[src/hw/rtl/dtba_pkg.sv]
// ----------------------------------------------------------------------------
// Dual token-bucket admission package
// Shared types, field widths and constants for the admission block.
// ----------------------------------------------------------------------------
`default_nettype none

package dtba_pkg;

   localparam int CALLER_SLOTS = 256;
   localparam int SLOT_W       = $clog2(CALLER_SLOTS);

   localparam int TS_W    = 48;  // millisecond timestamps
   localparam int COST_W  = 32;
   localparam int RLIM_W  = 16;
   localparam int BLIM_W  = 32;
   localparam int RTOK_W  = 32;  // rate tokens, x60000
   localparam int BTOK_W  = 54;  // budget tokens, x3600000
   localparam int RETRY_W = 32;
   localparam int IDLE_W  = 32;

   // Clipped time deltas: beyond these a bucket always refills to capacity.
   localparam int DT_R_W = 16;
   localparam int DT_B_W = 22;

   // Wait fractions: rate side and budget side numerator / denominator.
   localparam int RWN_W = 16;
   localparam int RWD_W = 26;
   localparam int BWN_W = 54;
   localparam int BWD_W = 42;

   localparam logic [RTOK_W-1:0] RATE_UNIT      = RTOK_W'(60000);
   localparam logic [BTOK_W-1:0] BUDGET_SCALE   = BTOK_W'(3600000);
   localparam logic [RWN_W-1:0]  NO_REFILL_WAIT = RWN_W'(3600);
   localparam int                MS_PER_S       = 1000;

   localparam logic [IDLE_W-1:0] IDLE_LIMIT_RESET = IDLE_W'(3600000);

   // Configuration register indexes.
   localparam int CSR_IDX_W = 1;
   localparam logic [CSR_IDX_W-1:0] CSR_POLICY_ENABLED = 1'd0;
   localparam logic [CSR_IDX_W-1:0] CSR_IDLE_LIMIT_MS  = 1'd1;

   // Refusal reasons.
   localparam logic [1:0] REASON_NONE     = 2'd0;
   localparam logic [1:0] REASON_RATE     = 2'd1;
   localparam logic [1:0] REASON_BUDGET   = 2'd2;
   localparam logic [1:0] REASON_HOPELESS = 2'd3;

   typedef struct packed {
      logic [7:0]        caller_slot;
      logic [TS_W-1:0]   now_ms;
      logic [COST_W-1:0] cost;
      logic [RLIM_W-1:0] rate_limit;
      logic [BLIM_W-1:0] budget_limit;
      logic              has_own_limits;
   } req_type;

   typedef struct packed {
      logic               allowed;
      logic [RETRY_W-1:0] retry_secs;
      logic [1:0]         refusal_reason;
   } rsp_type;

   typedef struct packed {
      logic [RLIM_W-1:0] rate_cap;
      logic [BLIM_W-1:0] budget_cap;
      logic [RTOK_W-1:0] rate_tokens;
      logic [BTOK_W-1:0] budget_tokens;
      logic [TS_W-1:0]   rate_last;
      logic [TS_W-1:0]   budget_last;
      logic [TS_W-1:0]   seen_ms;
   } slot_entry_type;

endpackage

`default_nettype wire

[src/hw/rtl/dtba_divider.sv]
// ----------------------------------------------------------------------------
// Retry divider
// Restoring divider, one quotient bit per cycle, with remainder flag.
// ----------------------------------------------------------------------------
`default_nettype none

module dtba_divider (
   input  wire logic                        clock,
   input  wire logic                        reset,
   input  wire logic                        start,
   input  wire logic [dtba_pkg::BWN_W-1:0]  dividend,
   input  wire logic [dtba_pkg::BWD_W-1:0]  divisor,
   output logic                             done,
   output logic [dtba_pkg::BWN_W-1:0]       quotient,
   output logic                             rem_nonzero
);

   localparam int NW    = dtba_pkg::BWN_W;
   localparam int DW    = dtba_pkg::BWD_W;
   localparam int CNT_W = $clog2(NW + 1);

   logic [NW-1:0]    quo_ff;
   logic [DW-1:0]    rem_ff, div_ff;
   logic [CNT_W-1:0] cnt_ff;
   logic             busy_ff, done_ff;
   logic [DW:0]      shifted, diff;
   logic             fits;

   always_comb begin
      shifted = {rem_ff, quo_ff[NW-1]};
      diff    = shifted - {1'b0, div_ff};
      fits    = shifted >= {1'b0, div_ff};
   end

   always_ff @(posedge clock) begin
      if (reset) begin
         busy_ff <= 1'b0;
         done_ff <= 1'b0;
         cnt_ff  <= '0;
      end else begin
         done_ff <= 1'b0;
         if (start) begin
            quo_ff  <= dividend;
            rem_ff  <= '0;
            div_ff  <= divisor;
            cnt_ff  <= CNT_W'(NW);
            busy_ff <= 1'b1;
         end else if (busy_ff) begin
            rem_ff <= fits ? diff[DW-1:0] : shifted[DW-1:0];
            quo_ff <= {quo_ff[NW-2:0], fits};
            cnt_ff <= cnt_ff - CNT_W'(1);
            if (cnt_ff == CNT_W'(1)) begin
               busy_ff <= 1'b0;
               done_ff <= 1'b1;
            end
         end
      end
   end

   assign done        = done_ff;
   assign quotient    = quo_ff;
   assign rem_nonzero = rem_ff != '0;

endmodule

`default_nettype wire

[config.mk]
export PLATFORM = sky130hd
export DESIGN_NAME = dtba_divider
export DESIGN_NICKNAME = d
export VERILOG_FILES = /design/src/hw/rtl/dtba_pkg.sv /design/src/hw/rtl/dtba_divider.sv
export SDC_FILE = /design/constraint.sdc
export NUM_CORES = 1
export LEC_CHECK = 0
export BUFFER_PORTS_ARGS = -buffer_cell sky130_fd_sc_hd__buf_2
export CORE_UTILIZATION = 55
export CTS_BUF_LIST = sky130_fd_sc_hd__clkbuf_16
export DETAILED_ROUTE_END_ITERATION = 12
export MAX_ROUTING_LAYER = met4
export PLACE_DENSITY = 0.88
export SYNTH_ARGS = -nofsm -noshare
export SYNTH_HDL_FRONTEND = slang
export SYNTH_SLANG_ARGS = --single-unit
[constraint.sdc]
create_clock -name clock -period 7.7 [get_ports clock]
set_input_delay 0.77 -clock clock [delete_from_list [all_inputs] [get_ports clock]]
set_output_delay 0.77 -clock clock [all_outputs]
set_load 0.02 [all_outputs]
Word level (Yosys, flattened, before mapping). Cells that the tools add are included. Widths: inputs -> output; s select.

Bitwise logic cells: 2. Muxes and demuxes: 10. Reduce and logical (&&, ||, !) cells: 6. Order comparisons: 1. Equality and inequality tests: 1. $add $sub $neg: 2.

Operators with widths (count): $mux 54 (2); $mux 42 (2); $ge 43x42->1 (1); $reduce_bool 42->1 (1); $sub 42x42->42 (1); $mux 6 (2); $eq 6x1->1 const B (1); $sub 6x1->6 const B (1); $mux 1 (4); $reduce_and 2->1 (2); $reduce_or 3->1 (1); $not 1->1 (2); $reduce_bool 2->1 (1); $reduce_or 2->1 (1).

Logic and storage cells: 29. Output and inout port bits: 56. Bits in registers: 146.

Depth between registers and ports, before layout. Gate-level depths: netlist (run 1).

Depth in word-level cells: 4. Gate-level depth with buffers: 14. Gate-level depth less buffers: 13.

Worst setup path after synthesis (run 1). No wires, ideal clock.

Path kind: in2reg. From: in start. To: reg quo_ff[0], in the netlist quotient[0] (enable). Arrival: 5.652 ns. Cell stages on the path: 5. Setup slack: 1.496 ns. Library setup time: 0.551 ns. Cell sequence: clkbuf_1 clkbuf_1 buf_1 nor2_1 nor2_1.

Cells in the longest elaborated chain, start to end: 2.

Ends and longest elaborated chain: start: declaration (RTL line dtba_divider.sv:10) `input wire logic start,`; $reduce_bool 2->1 (no source line); $reduce_and 2->1 (no source line); end signal: assignment (RTL line dtba_divider.sv:43) `quo_ff <= dividend;`; end signal: assignment (RTL line dtba_divider.sv:50) `quo_ff <= {quo_ff[NW-2:0], fits};`; end: declaration (RTL line dtba_divider.sv:22) `logic [NW-1:0] quo_ff;`.

No other way between the ends. A chain may end at the register's enable or synchronous reset.

Worst setup path after layout (run 1).
From: reg rem_ff[35]. To: reg rem_ff[29] (data pin).

Cells in the longest elaborated chain, start to end: 3.

Ends and longest elaborated chain: start: declaration (RTL line dtba_divider.sv:23) `logic [DW-1:0] rem_ff, div_ff;`; start signal: assignment (RTL line dtba_divider.sv:49) `rem_ff <= fits ? diff[DW-1:0] : shifted[DW-1:0];`; $ge 43x42->1 (RTL line dtba_divider.sv:32) `fits = shifted >= {1'b0, div_ff};`; $mux 42 (RTL line dtba_divider.sv:49); $mux 42 (RTL line dtba_divider.sv:48) `end else if (busy_ff) begin`.

No other way between the ends. The select of a mux whose other input is x is not followed.

==> results of run 1 <==
[final cells by class]
cell class	count	area [µm²]	share of cell area (%)
Clock buffer	17	425	4.29
Clock inverter	15	166	1.68
Inverter	58	218	2.19
Multi-Input combinational cell	535	3770	38.0
Sequential cell	146	4300	43.4
Tap cell	184	230	2.32
Timing Repair Buffer	158	803	8.10
[metrics by stage]
stage / hold WS (ps) / utilization, % / setup slack (ps) / power [mW]
global route: 501 / 67.2 / 3670 / 2.53
finish: 513 / 67.2 / 3900 / 2.42
global placement: 547 / 63.2 / 4100 / 1.57
CTS: 502 / 67.2 / 3940 / 2.42
floorplan: 528 / - / 1500 / 1.44
detailed placement: 551 / 63.2 / 3930 / 1.59
[sequential cells by signal, indices dropped and copies added, names as in the netlist]
signal,flops
quotient,54
div_ff,42
rem_ff,42
cnt_ff,6
busy_ff,1
done,1
[where the power goes]
part           internal, mW  switching [mW]  total [mW]
clock                 0.507           0.327       0.834
combinational         0.234           0.357       0.591
sequential            0.956          0.0418       0.997
total                  1.70           0.726        2.42
[synth_stat cells (all sizes together) (4+ instances only)]
| cell | instances | area share (%) |
|---|---|---|
| a31oi | 6 | 0.62 |
| nand2 | 81 | 3.6 |
| clkbuf | 17 | 0.76 |
| a21o | 21 | 1.9 |
| a21oi | 74 | 4.5 |
| and4 | 4 | 0.41 |
| nor2 | 43 | 1.9 |
| o21a | 5 | 0.44 |
| edfxtp | 138 | 49 |
| mux2 | 55 | 7.3 |
| nor3 | 10 | 0.59 |
| xnor2 | 24 | 2.5 |
| nor2b | 6 | 0.44 |
| buf | 16 | 1.1 |
| o22ai | 5 | 0.37 |
| a311o | 4 | 0.47 |
| o211ai | 5 | 0.67 |
| nor4 | 15 | 1.1 |
| xor2 | 15 | 1.6 |
| o21ai | 31 | 1.9 |
| a211oi | 16 | 1.4 |
| nand3 | 14 | 0.83 |
| ha | 44 | 6.5 |
| and3 | 8 | 0.61 |
| dfxtp | 8 | 1.9 |
| inv | 58 | 2.6 |
| nand4 | 14 | 1.0 |
| o21bai | 4 | 0.36 |
[kinds of logic after synthesis]
group                      count (synthesis)  share of synthesized area [%]
and+or+nand+nor                          205                           11.4
AOI/OAI and AO/OA                        190                           14.8
DFF                                      146                           51.0
buffers and inverters                     91                           4.48
muxes                                     56                           7.46
adders and majority gates                 45                           6.76
xor gates and xnor gates                  39                           4.05
[routing by layer]
metal	global-route usage, %	part of all wire (%)	vias to the layer above	wire (µm)
li1	-	-	3164	-
met1	34.1	42	3137	8490
met2	43.5	49	287	10000
met3	5.23	6.0	55	1210
met4	10.6	2.7	0	550
met5	-	0	-	0
[worst max-delay path by stage]
stage / endpoint / start / cells after the start
6_report: rem_ff[29] / rem_ff[35] / 10
3_5_place_dp: rem_ff[39] / rem_ff[35] / 10
3_3_place_gp: rem_ff[39] / rem_ff[35] / 10
4_1_cts: rem_ff[39] / rem_ff[35] / 10
5_1_grt: rem_ff[39] / rem_ff[35] / 10
2_1_floorplan: quotient[0] / start / 5
==> flow_summary.ini, run 1 <==
[run_status]
status = completed

[synth]
syn_nets = 916
ys_seq_area_share_pct = 51.0
synth_cells = 772
ys_ff_latch = 146
synth_cell_type_count = 62
ys_warn_count = 0
synthArstFlopShare_pct = 0
synth.avg_cell_area_um2 = 10.9
syn_area_um2 = 8440
ys.flop_type = edfxtp_1
synth_edf_count = 138

[floorplan]
die_area_um2 = 15800
start_util_pct = 57.2
die_height_um = 126
ios = 155
coreArea_um2 = 14800
rows = 44
die_w_um = 126

[final_layout]
insertedDiodeCount = 0
fin_nets = 1060
mostFrequentLayoutCells = 153 x buf_2, 138 x edfxtp_1, 80 x nand2_1, 72 x a21oi_1, 60 x inv_1
area_delta_synth_final_pct = 17.5
fin_cells = 1113
postLayoutCellArea_um2 = 9920
drive_gt1_share_pct = 27.3
fillers = 1097
layout_commonest_cell = buf_2

[detailed_routing]
vias_per_cell = 5.97
wl_per_cell_um = 18.2
drc = 0
drt_iter0_drc = 563
drt-total-wl_um = 20300
vias = 6643
firstDrtPassIters = 5
ant_nets = 0

[setup_path]
r2r-start = rem_ff[35]
arrival_ps = 3970
criticalPathCategory = reg -> reg
crit_family = compound AO/OA/AOI/OAI gates
path_cells = ha_1, a21oi_2, o21bai_1, a21o_1, a21oi_1, nor2_1, a2111oi_4, nand2_2, and4_1, a311o_1
cpPeakStageDelay_ps = 660
cp-end-kind = flop
critPathLaunchType = flop
worstPathRequired_ps = 7870
r2r-end = rem_ff[29]
crit_fanout = 52
ff2ff_path_depth = 10
regToRegSetupSlack_ps = 3900
path_buf_inv = 0
slowest_stage = nand2_2

[clock_network]
ctsHtreeMaxLevel = 4
cts_buffer_depth = 2
cts_resized = 0
cts_buffers = 17
cts_setup_buffers = 0
hold_buffers = 0
cts_tree = built
clockRootBuffer = clkbuf_16
clock_latency_ps = 430
clk_pin_slew_ps = 70
cts.sinks = 146

[global_route]
grt_pass1_vias = 6483
grt-ovfl-total = 0
grtUsageTotal_pct = 27.1
antenna_found_initial = 0
grt_max_degree = 60
grt_first_pass_wirelength_um = 32600

[timing]
fin_skew_ps = 11.3
finalHoldViolCount = 0
fin_crit_ps = 3800
fin_crit_sh_pct = 49.4
report.final.slew_viol_count = 0
fin_tns_setup_ps = 0
fmaxAchievable_mhz = 263
setup_violations = 0
relSlewSlack_pct = 19.1
rsz0062_at_grt = false
worst_slew_pin_slew_ps = 1210

[power]
p_per_area_nw_per_um2 = 244
peakVddDrop_v = 0.000184
total_leakage_power_nw = 4.11

[placement]
hpwl_um = 14300
placed_area_um2 = 9330
portBuffers = 154
placed_cells = 1081
place.gp.congestion = 0.972

[worst_hold_path]
whs_path_depth = 1
min_from = divisor[41]
hold_end = div_ff[41]
hp-class = in -> reg

[flow_run]
cap_violations = 0
Note: power is estimated with default switching activity, not from simulation.
==> inputs of run 2 (changes only) <==
==> constraint.sdc (replaced) <==
create_clock -name clock -period 3.65 [get_ports clock]
set_input_delay 0.365 -clock clock [delete_from_list [all_inputs] [get_ports clock]]
set_output_delay 0.365 -clock clock [all_outputs]
set_load 0.02 [all_outputs]
==> flow_summary.ini, run 2 (synthesis results as in run 1) <==
[global_route]
grtUsageTotal_pct = 26.6
antenna_found_initial = 0
grt_first_pass_wirelength_um = 31800
grt_max_degree = 88
grt_pass1_vias = 6382
grt-ovfl-total = 0

[clock_network]
clockRootBuffer = clkbuf_16
cts_tree = built
clk_pin_slew_ps = 60
cts.sinks = 146
cts_buffer_depth = 2
cts_buffers = 17
clock_latency_ps = 420
cts_resized = 0
ctsHtreeMaxLevel = 4
cts_setup_buffers = 0
hold_buffers = 0

[setup_path]
cpPeakStageDelay_ps = 450
critPathLaunchType = flop
arrival_ps = 3550
cp-end-kind = flop
regToRegSetupSlack_ps = 280
worstPathRequired_ps = 3820
path_cells = ha_1, o211ai_2, a21oi_2, o31a_1, a41oi_2, a31oi_4, o211ai_4, and2_4, a2111oi_0, a311o_1
r2r-start = rem_ff[1]
r2r-end = rem_ff[41]
crit_family = compound AO/OA/AOI/OAI gates
crit_fanout = 31
ff2ff_path_depth = 10
criticalPathCategory = reg -> reg
path_buf_inv = 0
slowest_stage = and2_4

[power]
total_power_mw = 5.03
p_per_area_nw_per_um2 = 506
peakVddDrop_v = 0.000354
total_leakage_power_nw = 4.11

[final_layout]
fin_cells = 1116
area_delta_synth_final_pct = 17.7
largest_register_ffs = 54
drive_gt1_share_pct = 27.7
mostFrequentLayoutCells = 153 x buf_2, 138 x edfxtp_1, 80 x nand2_1, 72 x a21oi_1, 59 x inv_1
fin_nets = 1064
layout_commonest_cell = buf_2
post-route-util_pct = 67.4
insertedDiodeCount = 0

[timing]
fin_crit_ps = 3370
relSlewSlack_pct = 60.0
fmaxAchievable_mhz = 296
fin_crit_sh_pct = 92.4
fin_tns_setup_ps = 0
fin_skew_ps = 9.40
worst_slew_pin_slew_ps = 599
setup_violations = 0
finalHoldViolCount = 0
rsz0062_at_grt = false
report.final.slew_viol_count = 0

[placement]
hpwl_um = 13900
placed_cells = 1085
portBuffers = 154
place.gp.congestion = 0.916

[run_status]
status = completed

[detailed_routing]
wl_per_cell_um = 17.6
drt_iter0_drc = 601
drc = 0
vias_per_cell = 6.00
ant_nets = 0
drt-total-wl_um = 19700
vias = 6697
firstDrtPassIters = 6

[floorplan]
die_area_um2 = 15800
rows = 44
start_util_pct = 57.2
die_w_um = 126
ios = 155
coreArea_um2 = 14800
die_height_um = 126

[worst_hold_path]
whs_path_depth = 1
hold_end = div_ff[24]
min_from = divisor[24]
hp-class = in -> reg

[flow_run]
cap_violations = 0
-- run 2: stage by stage --
stage | area, µm² | setup slack [ps] | hold slack (ps)
detailed placement | 9370 | 363 | 543
global placement | 9370 | 494 | 542
floorplan | 8450 | 341 | 464
CTS | 9940 | 308 | 102
finish | 9940 | 277 | 112
global route | 9940 | 157 | 99.0
-- run 2: worst register-to-register path: cells and delay by family, from the launching register on --
kind / cells / cell delay, ps
AOI/OAI and AO/OA: 8 / 1830
and+or+nand+nor: 1 / 450
DFF: 1 / 440
adders and majority gates: 1 / 400
-- run 2: how the worst max path moves through the flow --
stage,depth (start not counted),end,slack [ps],startpoint
2_1_floorplan,5,div_ff[0],340,start
3_3_place_gp,10,rem_ff[41],490,rem_ff[1]
3_5_place_dp,10,rem_ff[41],360,rem_ff[1]
4_1_cts,10,rem_ff[41],310,rem_ff[1]
5_1_grt,10,rem_ff[41],160,rem_ff[1]
6_report,10,rem_ff[41],280,rem_ff[1]
-- run 2: metal layers --
layer	vias to the layer above	global-route usage (%)	share of wire [%]
li1	3161	-	-
met1	3192	33.9	42
met2	295	42.1	49
met3	49	5.73	7.0
met4	0	9.00	2.6
met5	-	-	0
-- run 2: area by class of cell --
cell class | count | area, µm²
clock buffer | 17 | 425
clock inverter | 14 | 139
fill | 1122 | 4820
inverter | 58 | 218
multi-input combinational | 535 | 3770
sequential | 146 | 4300
tap | 184 | 230
timing repair buffer | 162 | 846
-- run 2: report_power, final --
group          leakage, nW  switching (mW)  internal (mW)  total [mW]
registers             1.39          0.0844           2.02        2.10
clock network        0.272           0.680          0.997        1.68
logic                 2.45           0.753          0.501        1.25
total                 4.11            1.52           3.51        5.03
